File: src/sv/gyro_offset_tracker_assert.svh
// Assertion macros shared by the RTL of the gyro offset tracker.
// Each macro expects clk and rst in scope.
`ifndef GYRO_OFFSET_TRACKER_ASSERT_SVH
`define GYRO_OFFSET_TRACKER_ASSERT_SVH

// Consequent must hold in the same cycle as the antecedent.
`define GOTR_ASSERT_NOW(label, ante, cons, msg) \
  label: assert property (@(posedge clk) disable iff (rst) (ante) |-> (cons)) \
    else $error(msg);

// Consequent must hold in the cycle after the antecedent.
`define GOTR_ASSERT_NEXT(label, ante, cons, msg) \
  label: assert property (@(posedge clk) disable iff (rst) (ante) |=> (cons)) \
    else $error(msg);

`endif

File: src/sv/gotr_pkg.sv
package gotr_pkg;

  localparam int QW      = 32;
  localparam int COEF_W  = 16;
  localparam int COUNT_W = 20;
  localparam int THRESH_W = 31;
  localparam int ADDR_W  = 4;
  localparam int DATA_W  = 32;

  localparam logic [COEF_W-1:0]   COEF_RESET    = 16'd82;
  localparam logic [COUNT_W-1:0]  TIMEOUT_RESET = 20'd500;
  localparam logic [THRESH_W-1:0] THRESH_RESET  = 31'd196608;

  typedef logic signed [QW-1:0] q_t;

  typedef enum logic [1:0] {
    REG_COEF    = 2'd0,
    REG_TIMEOUT = 2'd1,
    REG_THRESH  = 2'd2
  } reg_idx_t;

  typedef struct packed {
    logic signed [QW-1:0] gyro_x;
    logic signed [QW-1:0] gyro_y;
    logic signed [QW-1:0] gyro_z;
  } sample_t;

  typedef struct packed {
    logic signed [QW-1:0] corrected_x;
    logic signed [QW-1:0] corrected_y;
    logic signed [QW-1:0] corrected_z;
  } result_t;

  typedef struct packed {
    logic [COEF_W-1:0]   coef;
    logic [COUNT_W-1:0]  timeout;
    logic [THRESH_W-1:0] threshold;
  } cfg_t;

  typedef struct packed {
    logic                adapt;
    logic [COEF_W-1:0]   coef;
    logic [THRESH_W-1:0] threshold;
  } axis_ctl_t;

endpackage

File: src/sv/gotr_regs.sv
module gotr_regs (
  input  logic                        clk,
  input  logic                        rst,
  input  logic                        psel,
  input  logic                        penable,
  input  logic                        pwrite,
  input  logic [gotr_pkg::ADDR_W-1:0] paddr,
  input  logic [gotr_pkg::DATA_W-1:0] pwdata,
  output logic [gotr_pkg::DATA_W-1:0] prdata,
  output logic                        pready,
  output gotr_pkg::cfg_t              cfg
);
  import gotr_pkg::*;

  reg_idx_t idx;
  logic     wr;

  assign idx    = reg_idx_t'(paddr[ADDR_W-1:2]);
  assign wr     = psel && penable && pwrite;
  assign pready = 1'b1;

  always_ff @(posedge clk) begin
    if (rst) begin
      cfg.coef      <= COEF_RESET;
      cfg.timeout   <= TIMEOUT_RESET;
      cfg.threshold <= THRESH_RESET;
    end else if (wr) begin
      case (idx)
        REG_COEF:    cfg.coef      <= pwdata[COEF_W-1:0];
        REG_TIMEOUT: cfg.timeout   <= pwdata[COUNT_W-1:0];
        REG_THRESH:  cfg.threshold <= pwdata[THRESH_W-1:0];
        default: begin
          // unmapped address: drop the write
        end
      endcase
    end
  end

  always_comb begin
    case (idx)
      REG_COEF:    prdata = DATA_W'(cfg.coef);
      REG_TIMEOUT: prdata = DATA_W'(cfg.timeout);
      REG_THRESH:  prdata = DATA_W'(cfg.threshold);
      default:     prdata = '0;
    endcase
  end

endmodule

File: config.mk
export PLATFORM = sky130hd
export DESIGN_NAME = gotr_regs
export DESIGN_NICKNAME = d
export VERILOG_FILES = /design/src/sv/gyro_offset_tracker_assert.svh /design/src/sv/gotr_pkg.sv /design/src/sv/gotr_regs.sv
export SDC_FILE = /design/constraint.sdc
export NUM_CORES = 1
export LEC_CHECK = 0
export BUFFER_PORTS_ARGS = -buffer_cell sky130_fd_sc_hd__buf_2
export CAP_MARGIN = 5
export CELL_PAD_IN_SITES_DETAIL_PLACEMENT = 0
export CELL_PAD_IN_SITES_GLOBAL_PLACEMENT = 1
export CORE_UTILIZATION = 35
export DETAILED_ROUTE_END_ITERATION = 8
export GPL_TIMING_DRIVEN = 0
export PLACE_DENSITY_LB_ADDON = 0.1
export SLEW_MARGIN = 15
export SYNTH_ARGS = -nofsm -noshare
export SYNTH_HDL_FRONTEND = slang
export SYNTH_SLANG_ARGS = --single-unit
File: constraint.sdc
create_clock -name clk -period 2.3 [get_ports clk]
set_input_delay 0.115 -clock clk [delete_from_list [all_inputs] [get_ports clk]]
set_output_delay 0.115 -clock clk [all_outputs]
set_load 0.005 [all_outputs]
# ---- After elaboration in Yosys (flattened, before gate mapping)
# Index checks and enable logic that the tools add are counted.
dict set report classes {
  mux 1
  bitwise_logic 0
  n_mul 0
  magnitude_cmp 0
  div_mod_pow 0
  eq_ne 2
  n_addsub 0
  shifts 0
  n_reduce_logical 6
}
# op n
set op_table {}
lappend op_table {{$pmux 31 s3} 1}
lappend op_table {{$reduce_and 2->1} 3}
lappend op_table {{$eq 2x1->1 const B} 1}
lappend op_table {{$eq 2x2->1 const B} 1}
lappend op_table {{$logic_and 1x1->1} 2}
lappend op_table {{$logic_not 2->1} 1}
dict set report totals {
  input_bits 41
  reg_bits 67
  romBits 0
  ramBits 0
  latchBits 0
  memories 0
}

# ---- Longest topological paths before layout
# Gate-level depths: netlist of run 1.
dict set report logic_depth {
  ltp_word 3
  mapped_depth 5
}

# ---- Worst setup path after synthesis of run 1
# No wires, ideal clock.
dict set report synth_timing {
  kind {input to register}
  start {input port paddr[3] in the netlist's numbering}
  end {register cfg[57] in the netlist's numbering}
  slack_ns 1.235
  setup_ns 0.126
  required_ns 2.174
  path_stages 4
  arrival_time_ns 0.939
  path_cell_list {buf_2 or3_1 buf_2 mux2i_1}
}
dict set report synth_via {
  elab_chain_cells 2
}
# element line
set synth_rtl {}
lappend synth_rtl {{start: declaration} gotr_regs.sv:7} ;# input logic [gotr_pkg::ADDR_W-1:0] paddr,
lappend synth_rtl {{$logic_not 2->1} gotr_regs.sv:28} ;# case (idx)
lappend synth_rtl {{$reduce_and 2->1 (no line)} --}
lappend synth_rtl {{end: declaration} gotr_regs.sv:11} ;# output gotr_pkg::cfg_t cfg
# No other way between the ends.
# A chain may end at the register's enable or synchronous reset.

# ---- Final worst setup path of run 1
dict set report layout_timing {
  start {input port paddr[2] in the netlist's numbering}
  end {output port prdata[0] in the netlist's numbering}
}
dict set report layout_via {
  elab_chain_cells 2
  elab_cells_between_ends 4
}
# element line
set layout_rtl {}
lappend layout_rtl {{$eq 2x2->1, or another cell as far along} gotr_regs.sv:40} ;# case (idx)
lappend layout_rtl {{$pmux 31 s3 (*)} gotr_regs.sv:40}
lappend layout_rtl {{end: declaration} gotr_regs.sv:9} ;# output logic [gotr_pkg::DATA_W-1:0] prdata,
# Mark *: on every way between the ends. The rest lies on a longest branch, timed or not.

==> results of run 1 <==
[area by class of cell]
| cell class | count | area, um2 |
|---|---|---|
| multi-input cells | 248 | 1772 |
| clock buffers | 10 | 137.6 |
| repair buffers | 134 | 670.6 |
| clock inverters | 5 | 30.03 |
| fillers | 941 | 4623 |
| plain buffers | 26 | 138.9 |
| flip-flops and latches | 67 | 1341 |
| well taps | 108 | 135.1 |
[layer usage]
layer / routed length, um / global-route usage
met5: 0 / 0
met4: 139 / 0.08152
met3: 492 / 0.04438
met2: 4583 / 0.3429
met1: 4564 / 0.2650
[per-stage QoR]
step | util | setup slack (ns) | hold WS (ns) | instances
6_report | 0.4775 | 0.7832 | 0.01695 | 598
2_1_floorplan | - | 1.235 | 0.2703 | 341
5_1_grt | 0.4775 | 0.6565 | 0.01962 | 598
3_5_place_dp | 0.4586 | 0.7648 | 0.3835 | 583
4_1_cts | 0.4775 | 0.7571 | 0.005034 | 598
3_3_place_gp | 0.4586 | 0.7626 | 0.3780 | 583
[critical path: stages]
cell and delay (ns):
sky130_fd_sc_hd__buf_2 0.12, sky130_fd_sc_hd__and2b_1 0.29, sky130_fd_sc_hd__clkbuf_1 0.49, sky130_fd_sc_hd__nand2_1 0.10, sky130_fd_sc_hd__o21ai_0 0.12, sky130_fd_sc_hd__buf_2 0.16
[placed cells by master (no fill, tap or decap)]
| master | instances |
|---|---|
| sky130_fd_sc_hd__nor3_2 | 1 |
| sky130_fd_sc_hd__dfxtp_1 | 67 |
| sky130_fd_sc_hd__nand2_1 | 16 |
| sky130_fd_sc_hd__conb_1 | 2 |
| sky130_fd_sc_hd__nand3_1 | 1 |
| sky130_fd_sc_hd__nor2_1 | 20 |
| sky130_fd_sc_hd__o21ai_0 | 16 |
| sky130_fd_sc_hd__nand4_1 | 1 |
| sky130_fd_sc_hd__buf_2 | 137 |
| sky130_fd_sc_hd__nand4_2 | 1 |
| sky130_fd_sc_hd__a22o_1 | 4 |
| sky130_fd_sc_hd__clkinvlp_4 | 2 |
| sky130_fd_sc_hd__nand2b_1 | 87 |
| sky130_fd_sc_hd__or3_1 | 1 |
| sky130_fd_sc_hd__and2b_1 | 2 |
| sky130_fd_sc_hd__clkbuf_1 | 15 |
| sky130_fd_sc_hd__and2_1 | 11 |
| sky130_fd_sc_hd__mux2i_1 | 83 |
| sky130_fd_sc_hd__buf_6 | 2 |
| sky130_fd_sc_hd__nor3b_1 | 2 |
| sky130_fd_sc_hd__clkinv_2 | 3 |
| sky130_fd_sc_hd__clkbuf_8 | 10 |
| sky130_fd_sc_hd__buf_4 | 6 |
[power breakdown]
part | leakage (uW) | internal (uW) | switching (uW) | total, uW
Clock | 0.0000839 | 408 | 456 | 864
Combinational | 0.00142 | 111 | 127 | 238
Sequential | 0.000541 | 1170 | 11.7 | 1190
Total | 0.00205 | 1690 | 595 | 2290
[cell families after synthesis]
group	synth area share
flops	0.4125
buf+inv	0.04270
simple gates	0.2516
other cells	0.002309
compound gates	0.03540
mux	0.2555
[worst max-delay path by stage]
stage	startpoint	to	slack, ns	depth (start not counted)
after floorplan	paddr[3]	cfg[57]	1.23	4
after global placement	paddr[2]	prdata[0]	0.76	6
after detailed placement	paddr[2]	prdata[0]	0.76	6
after CTS	paddr[2]	prdata[0]	0.76	6
after global routing	paddr[2]	prdata[0]	0.66	6
final	paddr[2]	prdata[0]	0.78	6
==> results.txt, run 1 <==
----------------------------------------------------
[Outcome]
  Status ... finished, violations left
  Failing checks ... design-rule violations

[Critical path]
  Crit Path Class ... primary input to primary output
  Worst setup slack for register-to-register paths ... roughly 1.7 ns
  Endpoint arrival time on the critical path ... roughly 1.4 ns
  Max FO, Critical Path ... 10
  Cells on worst reg2reg path ... 2
  Origin of the critical flop-to-flop path ... cfg[12]
  Critical path capture point type ... primary output
  Destination of the worst register-to-register timing path ... cfg[12]
  Worst endpoint required time ... ~2.2 ns
  Startpoint type of the worst setup path ... primary input

[Floorplan]
  Horiz. Die Dim ... roughly 98 um
  Height of the die ... a little under 100 um
  Placeable core area ... approximately 8800 um2
  Standard-cell rows ... 34
  Initial core utilization ... 0.3675
  Top Ports ... 141
  Die Footprint ... ~9700 um2

[Yosys]
  Commonest cells in the netlist ... 87 x sky130_fd_sc_hd__nand2b_1, 83 x sky130_fd_sc_hd__mux2i_1, 67 x sky130_fd_sc_hd__dfxtp_1, 20 x sky130_fd_sc_hd__nor2_1
  Area leader, netlist ... sky130_fd_sc_hd__dfxtp_1
  Post-synthesis instance total ... approximately 340
  Predominant post-synthesis flop cell ... sky130_fd_sc_hd__dfxtp_1
  Mapped Nets ... between 300 and 400
  Top-count cell post-synth ... sky130_fd_sc_hd__nand2b_1
  Share of the synthesized area in the top cell type ... 0.4125
  Largest cells by area after synthesis ... sky130_fd_sc_hd__dfxtp_1 41%, sky130_fd_sc_hd__mux2i_1 26%, sky130_fd_sc_hd__nand2b_1 17%
  Post-synthesis area per instance ... 9.536 um2
  Count of state elements after synthesis ... 67
  Async SR Flop Fraction ... 0
  Warnings from Yosys ... 0
  Count of distinct cell types in the synthesized netlist ... 20
  Number of enable-type register cells in the synthesized netlist ... 0
  Sequential element share of the synthesized area ... 0.4125
  Syn Std Cell Area ... 3252 um2

[Cells and area]
  Inserted Diodes ... 0
  Most flop-heavy register ... cfg
  Largest registers in the final layout ... cfg (67)
  Post-route cell area ... ~4200 um2
  Area grow syn2layout ... 29.93%
  Max reg flops ... 67
  Share of post-route cells with drive strength above 1 ... 0.3306
  Nets@finish ... ~530

[Route]
  Remaining antenna violation count after routing ... 0
  WL per Instance ... 16.35 um
  DRC violation total after the first TritonRoute iteration ... 61
  Ratio of routed vias to standard cells ... roughly 4.7
  Number of search-and-repair iterations in the first detailed-routing pass ... 8
  Wire length after detailed routing ... approximately 9800 um
  Number of remaining DRC errors ... 8
  Vias ... between 2000 and 3000

[STA]
  Worst slew margin ... 0.5032
  Maximum achievable frequency ... 0.6593 GHz
  Total of endpoints with negative setup slack in the final report ... 0
  Final number of max-transition violations ... 0
  Post-route clock period utilization ... 0.6595
  Max Clock Skew ... 0 ns
  Aggregate negative setup slack ... 0 ns
  Period minus WS final ... 1.517 ns
  Slew at the pin with the worst max-slew slack ... 0.7411 ns
  Setup repair after global routing missed its margin ... no
  Final hold viol count ... 0

[Placed design]
  Quantity of I/O buffers inserted on ports ... between 100 and 150
  Cell area reported after detailed placement ... 4058 um2
  Final weighted congestion of routability-driven global placement ... 0.7276
  Half-perimeter wire length after detailed placement ... ~7000 um

[Min path]
  Cells on Worst Hold Path ... 3
  Startpoint of the tightest hold check path ... pwdata[27]
  Class of the worst hold path ... primary input to flop
  Worst Hold Path EP ... cfg[27]

[Global routing]
  Antenna violations before repair ... 0
  Remaining global-route overflow ... 0
  Vias in the first global route ... 2737
  All-layer global routing usage ... 0.2077
  First-pass GRT wire length ... ~15000 um
  Maximum number of pins on one net before global-route repair ... 12

[Clock tree]
  Number of gates resized after cts ... 0
  Post-CTS Hold Buffers ... 0
  Library cell used as clock root buffer ... sky130_fd_sc_hd__clkbuf_8
  CTS HTree Levels ... 3
  Clock tree from TritonCTS ... done
  Cts bufs inserted ... 9
  Clock transition at the registers of the reported paths ... ~0.080 ns
  CTS Buffer Depth ... 2
  Source-to-sink clock delay at the later pin of the worst-skew pair ... 0.34 ns
  Post-CTS Setup Inserts ... 0
  Total number of clock tree sinks ... 67

[Power and ir drop]
  Power per unit of standard cell area ... about 540 nW/um2
  Worst supply voltage drop on vdd ... 0.2747 mV
  Leak pwr ... between 0.002 and 0.0025 uW
  Final Power ... roughly 2300 uW

[Run]
  Max Cap Violations ... 0

----------------------------------------------------
(Power assumes the default switching activity.)
==> run 2, diff against run 1 <==
==> constraint.sdc (replaced) <==
create_clock -name clk -period 1.4 [get_ports clk]
set_input_delay 0.07 -clock clk [delete_from_list [all_inputs] [get_ports clk]]
set_output_delay 0.07 -clock clk [all_outputs]
set_load 0.005 [all_outputs]
==> run 2 against run 1 <==
Against the previous run: the run still ends with design-rule violations left; clock power increased by 64%; wire length increased by 1.2%; register-to-register slack got worse by 0.90 ns; via count is 1.8% higher; combinational power is 79% higher; first-iteration DRC count grew 49%; largest power group unchanged.
==> results.txt, run 2 (synthesis gave the netlist of run 1 again) <==
----------------------------------------------------
[STA]
  Setup repair after global routing missed its margin ... no
  Slew at the pin with the worst max-slew slack ... slightly above 0.7 ns
  Total of endpoints with negative setup slack in the final report ... 0
  Post-route clock period utilization ... 0.8945
  Aggregate negative setup slack ... 0 ns
  Maximum achievable frequency ... about 0.8 GHz
  Final hold viol count ... 0
  Period minus WS final ... 1.252 ns
  Max Clock Skew ... 0 ns
  Final number of max-transition violations ... 0
  Worst slew margin ... 0.5264

[Critical path]
  Worst endpoint required time ... 1.33 ns
  Cells on worst reg2reg path ... 2
  Max FO, Critical Path ... 10
  Endpoint arrival time on the critical path ... around 1.2 ns
  Destination of the worst register-to-register timing path ... cfg[36]
  Critical path capture point type ... primary output
  Worst setup slack for register-to-register paths ... 0.75 ns
  Crit Path Class ... primary input to primary output
  Origin of the critical flop-to-flop path ... cfg[36]
  Startpoint type of the worst setup path ... primary input

[Clock tree]
  Clock transition at the registers of the reported paths ... about 0.070 ns
  Source-to-sink clock delay at the later pin of the worst-skew pair ... between 0.3 and 0.4 ns
  Library cell used as clock root buffer ... sky130_fd_sc_hd__clkbuf_8
  CTS HTree Levels ... 3
  Post-CTS Setup Inserts ... 0
  Total number of clock tree sinks ... 67
  CTS Buffer Depth ... 2
  Clock tree from TritonCTS ... done
  Cts bufs inserted ... 9

[Power and ir drop]
  Relative contribution of combinational cells to total power ... 0.112
  Switch share ... 0.2599
  Power per unit of standard cell area ... 865.7 nW/um2
  Leak pwr ... approximately 0.0021 uW
  Worst supply voltage drop on vdd ... roughly 0.45 mV
  Internal power contribution ... 2813 uW
  Share of power burned in the clock network ... 0.375
  Final Power ... 3801 uW
  Register share of total power ... 0.513
  Net load switching power ... 987.7 uW

[Outcome]
  Failing checks ... design-rule violations
  Status ... finished, violations left

[Route]
  WL per Instance ... 16.13 um
  DRC violation total after the first TritonRoute iteration ... just over 90
  Wire length after detailed routing ... roughly 10000 um
  Vias ... a little under 3000
  Number of remaining DRC errors ... 7
  Ratio of routed vias to standard cells ... ~4.7
  Remaining antenna violation count after routing ... 0
  Number of search-and-repair iterations in the first detailed-routing pass ... 9

[Cells and area]
  Leading cell type in the layout, fill and taps excluded ... sky130_fd_sc_hd__buf_2
  Nets@finish ... around 540
  Max reg flops ... between 60 and 70
  Area grow syn2layout ... 35.01%
  Most frequent cells in the layout ... 136 x sky130_fd_sc_hd__buf_2, 87 x sky130_fd_sc_hd__nand2b_1, 83 x sky130_fd_sc_hd__mux2i_1
  Inserted Diodes ... 0
  Most flop-heavy register ... cfg
  Share of post-route cells with drive strength above 1 ... 0.3241
  Largest registers in the final layout ... cfg (67)

[Floorplan]
  Top Ports ... approximately 140
  Standard-cell rows ... 34
  Placeable core area ... 8848 um2
  Height of the die ... a little under 100 um
  Initial core utilization ... 0.3675
  Die Footprint ... ~9700 um2
  Horiz. Die Dim ... 98.39 um

[Min path]
  Cells on Worst Hold Path ... 3
  Startpoint of the tightest hold check path ... pwdata[2]
  Worst Hold Path EP ... cfg[33]
  Class of the worst hold path ... primary input to flop

[Placed design]
  Quantity of I/O buffers inserted on ports ... around 130
  Final weighted congestion of routability-driven global placement ... 0.7276
  Half-perimeter wire length after detailed placement ... 6957 um

[Global routing]
  First-pass GRT wire length ... 15280 um
  Maximum number of pins on one net before global-route repair ... 12
  All-layer global routing usage ... 0.2088
  Antenna violations before repair ... 0
  Vias in the first global route ... between 2000 and 3000
  Remaining global-route overflow ... 0

[Run]
  Max Cap Violations ... 0

----------------------------------------------------
==> run 2: cell count changes in the layout (fill, tap and decap cells not counted), sizes merged <==
cell,previous run,this run
clkbuf,25,26
dlygate4sd3,0,16
buf,145,144
==> run 2: cell type report <==
cell class,instances,area [um2]
tap,108,135.1
fill,923,4458
multi-input combinational,248,1772
buffer,26,143.9
clock buffer,10,137.6
timing repair buffer,150,830.8
sequential,67,1341
clock inverter,5,30.03
==> run 2: layer usage <==
metal  GRT usage  part of all wire  up-vias
met2      0.3478              0.48       83
met5           0                 0        -
met4     0.08152             0.012        0
li1            -                 -     1445
met1      0.2668              0.46     1350
met3     0.04009             0.050        9
==> run 2: stage by stage <==
step	setup WS (ns)	util	cells	hold WS (ns)	instance area, um2
finish	0.1477	0.4962	614	0.01224	4390
global route	0.006116	0.4962	614	0.01150	4390
CTS	0.04491	0.4958	614	0.0004617	4387
detailed placement	-0.04517	0.4586	583	0.3385	4058
global placement	-0.04740	0.4586	583	0.3330	4058
floorplan	0.3797	-	341	0.2253	3252
==> run 2: how the worst max path moves through the flow <==
stage	start	cells after the start	endpoint
after CTS	paddr[2]	6	prdata[0]
final	paddr[2]	6	prdata[0]
after global routing	paddr[2]	5	prdata[19]
after detailed placement	paddr[2]	6	prdata[0]
after global placement	paddr[2]	6	prdata[0]
after floorplan	paddr[3]	4	cfg[57]
==> run 2: power by group through the flow <==
stage / Clock, uW / Sequential (uW) / Combinational (uW)
after CTS: 1460 / 1950 / 434
after floorplan: 0 / 1990 / 214
after detailed placement: 0 / 1990 / 397
final: 1420 / 1950 / 427
after global placement: 0 / 1990 / 395
after global routing: 1530 / 1950 / 469
==> run 2: worst max-delay path, cell delays in order <==
cell and delay [ns]:
sky130_fd_sc_hd__buf_2 0.11, sky130_fd_sc_hd__buf_4 0.21, sky130_fd_sc_hd__clkbuf_4 0.32, sky130_fd_sc_hd__mux2i_1 0.20
sky130_fd_sc_hd__o21ai_0 0.11, sky130_fd_sc_hd__buf_2 0.17
==> run 2: repair_timing <==
item                                    CTS  global route
resized for setup                         1             3
hold buffers                             16             0
gates cloned                              0             0
endpoints found under the setup margin    1             6
hold endpoints to repair                 18             0
